**src/mpps_ram.sv**
```systemverilog
`timescale 1ns / 1ps
// ----------------------------------------------------------------------------
// mpps_ram
// Generic single-write, single-read RAM with a registered read port.
// ----------------------------------------------------------------------------
module mpps_ram #(
    parameter int WIDTH = 8,
    parameter int DEPTH = 64
) (
    input  logic                     clk,
    input  logic                     we,
    input  logic [$clog2(DEPTH)-1:0] waddr,
    input  logic [WIDTH-1:0]         wdata,
    input  logic [$clog2(DEPTH)-1:0] raddr,
    output logic [WIDTH-1:0]         rdata
);

    logic [WIDTH-1:0] mem [DEPTH];

    // Write port and registered read port.
    always_ff @(posedge clk)
    begin
        if (we)
        begin
            mem[waddr] <= wdata;
        end
        rdata <= mem[raddr];
    end

endmodule

```
**config.mk**
```make
export PLATFORM = sky130hd
export DESIGN_NAME = mpps_ram
export DESIGN_NICKNAME = d
export VERILOG_FILES = /design/src/mpps_ram.sv
export SDC_FILE = /design/constraint.sdc
export NUM_CORES = 1
export LEC_CHECK = 0
export BUFFER_PORTS_ARGS = -buffer_cell sky130_fd_sc_hd__buf_2
export CORE_MARGIN = 3
export CORE_UTILIZATION = 45
export DETAILED_ROUTE_END_ITERATION = 16
export PLACE_DENSITY = 0.74
export SLEW_MARGIN = 25
export SYNTH_ARGS = -nofsm -noshare
export SYNTH_HDL_FRONTEND = slang
export SYNTH_SLANG_ARGS = --single-unit
```
**constraint.sdc**
```tcl
create_clock -name clk -period 2.2 [get_ports clk]
set_input_delay 0.44 -clock clk [delete_from_list [all_inputs] [get_ports clk]]
set_output_delay 0.44 -clock clk [all_outputs]
set_load 0.02 [all_outputs]
```
==> results.sh <==
export IMPL_status="finished, final reports clean"
export IMPL_r2r_slack_ps=190
export IMPL_synth_top_area_share_pct=76.2
export IMPL_met1_length_um=17900
export IMPL_period_minus_slack_ps=2010
export IMPL_critPathSlowestCell="mux4_2"
export IMPL_fp_dieH_um=218
export IMPL_hpwl_um=27700
export IMPL_cts_resized=0
export IMPL_grt_remaining_overflow=0
export IMPL_setup_violations=0
export IMPL_grt_pass1_wl_um=66800
export IMPL_synth_avg_cell_area_um2=21.5
export IMPL_grt_use_total_pct=19.1
export IMPL_startpoint="mem[29][4]$_DFFE_PP_"
export IMPL_crit_path_max_fanout=1
export IMPL_drt_iter0_drc=1098
export IMPL_wl_per_cell_um=25.4
export IMPL_worst_r2r_startpoint="mem[29][4]$_DFFE_PP_"
export IMPL_crit_chain="mux4_2 > mux2_2 > o221a_2 > nor3_1 > buf_4 > o32ai_1"
export IMPL_die_width_um=218
export IMPL_ys_warn_count=0
export IMPL_p_leak_uw=0.00767
export IMPL_post_route_period_util_pct=91.3
export IMPL_yosysTopAreaCell="edfxtp_1"
export IMPL_numClockSinks=520
export IMPL_dieArea_mm2=0.0474
export IMPL_hp_class="input port to register"
export IMPL_final_hold_violation_count=0
export IMPL_drc=0
export IMPL_dr_pass1_iters=5
export IMPL_grt_pass1_vias=10400
export IMPL_drive_above_1_share_pct=33.3
export IMPL_synth_net_count=962
export IMPL_cts_root_buf="clkbuf_16"
export IMPL_slowest_delay_ps=460
export IMPL_fin_worst_skew_ps=29.8
export IMPL_final_util_pct=54.2
export IMPL_area_growth_pct=17.2
export IMPL_io_pins=30
export IMPL_dr_wl_met2_um=21100
export IMPL_port_buffers=29
export IMPL_crit_type="register to register"
export IMPL_core_mm2=0.0436
export IMPL_synth_area_top_cells="edfxtp_1 (76%), mux4_2 (14%), nor2_1 (1.5%)"
export IMPL_cts_tree="done"
export IMPL_start_util_pct=46.2
export IMPL_cap_violations=0
export IMPL_tightest_slew_ps=666
export IMPL_final_common_cell="edfxtp_1"
export IMPL_ir_drop_v=0.000492
export IMPL_rsz0062_at_grt="false"
export IMPL_ys_seq_area_share_pct=77.0
export IMPL_path_clk_slew_ps=60
export IMPL_ys_ff_latch=520
export IMPL_p_per_area_mw_per_mm2=863
export IMPL_finalSetupTns_ps=0
export IMPL_rows=76
export IMPL_dpl_worst_slack_ps=-287
export IMPL_slew_viol_final=0
export IMPL_antenna_found_initial=2
export IMPL_drtAntennaViolNets=0
export IMPL_holdBufCountCts=0
export IMPL_start_kind="register"
export IMPL_worst_setup_path_end_kind="register"
export IMPL_gp_congestion=0.849
export IMPL_cts_buffers=50
export IMPL_antenna_cells=0
export IMPL_wl_um=44300
export IMPL_worstPathArrival_ps=2470
export IMPL_layout_nets=1141
export IMPL_synthDistinctLibCells=40
export IMPL_hp_start="raddr[5]"
export IMPL_slew_headroom_pct=55.6
export IMPL_routed_top_layer="met5"
export IMPL_final_cell_mix="edfxtp_1 (512), buf_4 (136), mux4_2 (126)"
export IMPL_htreeDepth=2
export IMPL_cts_buffer_depth=3
export IMPL_cts_setup_buffers=0
export IMPL_worstSkewPairLatency_ps=590
export IMPL_required_ps=2670
export IMPL_setup_ws_ps=191
export IMPL_grt_max_degree=65
export IMPL_viasPerCell=5.76
export IMPL_max_freq_mhz=498
export IMPL_netlist_area_mm2=0.0202
export IMPL_netlist_instances=940
export IMPL_dr_wl_met3_um=3580
export IMPL_vias=10000
==> cells in the mapped netlist <==
library cell  count
o221a_2           2
buf_12            2
o21ai_1           2
buf_2            11
nand3b_1          3
clkbuf_1         17
or3_1             1
o221ai_1          8
a221oi_1          6
nand2b_1          7
nand2_1          19
a211oi_1          4
a2111oi_0         2
buf_1             4
nor3_1            7
a31oi_1           1
a22oi_1           3
o21ai_0           2
nand3_1          13
buf_6             4
nor4_1            2
and2_1            1
nand4b_1          1
o2111ai_1         3
nor2b_1          14
mux2i_1          23
nand4_1           2
o2bb2ai_1         3
edfxtp_1        512
nor2_1           83
o22ai_1           8
mux4_2          126
a21oi_1           3
o311ai_1          1
o21a_1            2
dfxtp_1           8
mux2_2           13
buf_4            13
o32ai_1           2
o41ai_1           2
==> state kept, by name, summed over array words and instances (netlist names) <==
register and flops:
mem 512, rdata 8
==> metrics by stage <==
stage | std cells | hold WS (ps) | total power [uW] | cell area, um^2
after floorplan | 940 | 539 | 11800 | 20200
after global placement | 1652 | 806 | 12300 | 22100
after detailed placement | 1652 | 822 | 12400 | 22100
after CTS | 1744 | 239 | 20500 | 23600
after global routing | 1744 | 268 | 21000 | 23600
final | 1744 | 269 | 20400 | 23600
==> kinds of logic after synthesis <==
family | Yosys count | synth area share [%]
AOI/OAI and AO/OA | 54 | 2.07
and+or+nand+nor | 153 | 3.39
muxes | 162 | 15.9
DFF | 520 | 77.0
buffers and inverters | 51 | 1.57
==> power by group <==
part | internal [uW] | leakage [uW] | total (uW) | switching, uW
clock network | 4730 | 0.000766 | 8240 | 3510
registers | 11000 | 0.00467 | 11000 | 42.4
logic | 484 | 0.00223 | 1140 | 658
total | 16200 | 0.00767 | 20400 | 4210
==> per-layer routing <==
metal | GRT usage, % | vias up
met5 | 0 | -
met2 | 30.1 | 417
li1 | - | 4278
met3 | 4.88 | 109
met4 | 8.20 | 4
met1 | 25.5 | 5234
==> worst max-delay path: cells and delay by family (launching register included) <==
kind / cells / cell delay, ps
and+or+nand+nor: 1 / 230
DFF: 1 / 370
muxes: 2 / 760
AOI/OAI and AO/OA: 2 / 380
buffers and inverters: 1 / 170
==> worst paths after layout <==
kind | end | cells after the start
worst min register to register | rdata[6]$_DFF_P_ | 3
worst max-delay path | rdata[4]$_DFF_P_ | 6
worst max register to register | rdata[4]$_DFF_P_ | 6
worst min-delay path | rdata[2]$_DFF_P_ | 3
==> final cells by class <==
type	instances	area (um^2)
clock buffers	68	1380
clock inverters	24	194
fillers	3224	20000
multi-input cells	369	4320
flip-flops and latches	520	15500
well taps	585	732
repair buffers	178	1480
Note: power is estimated with default switching activity, not from simulation.
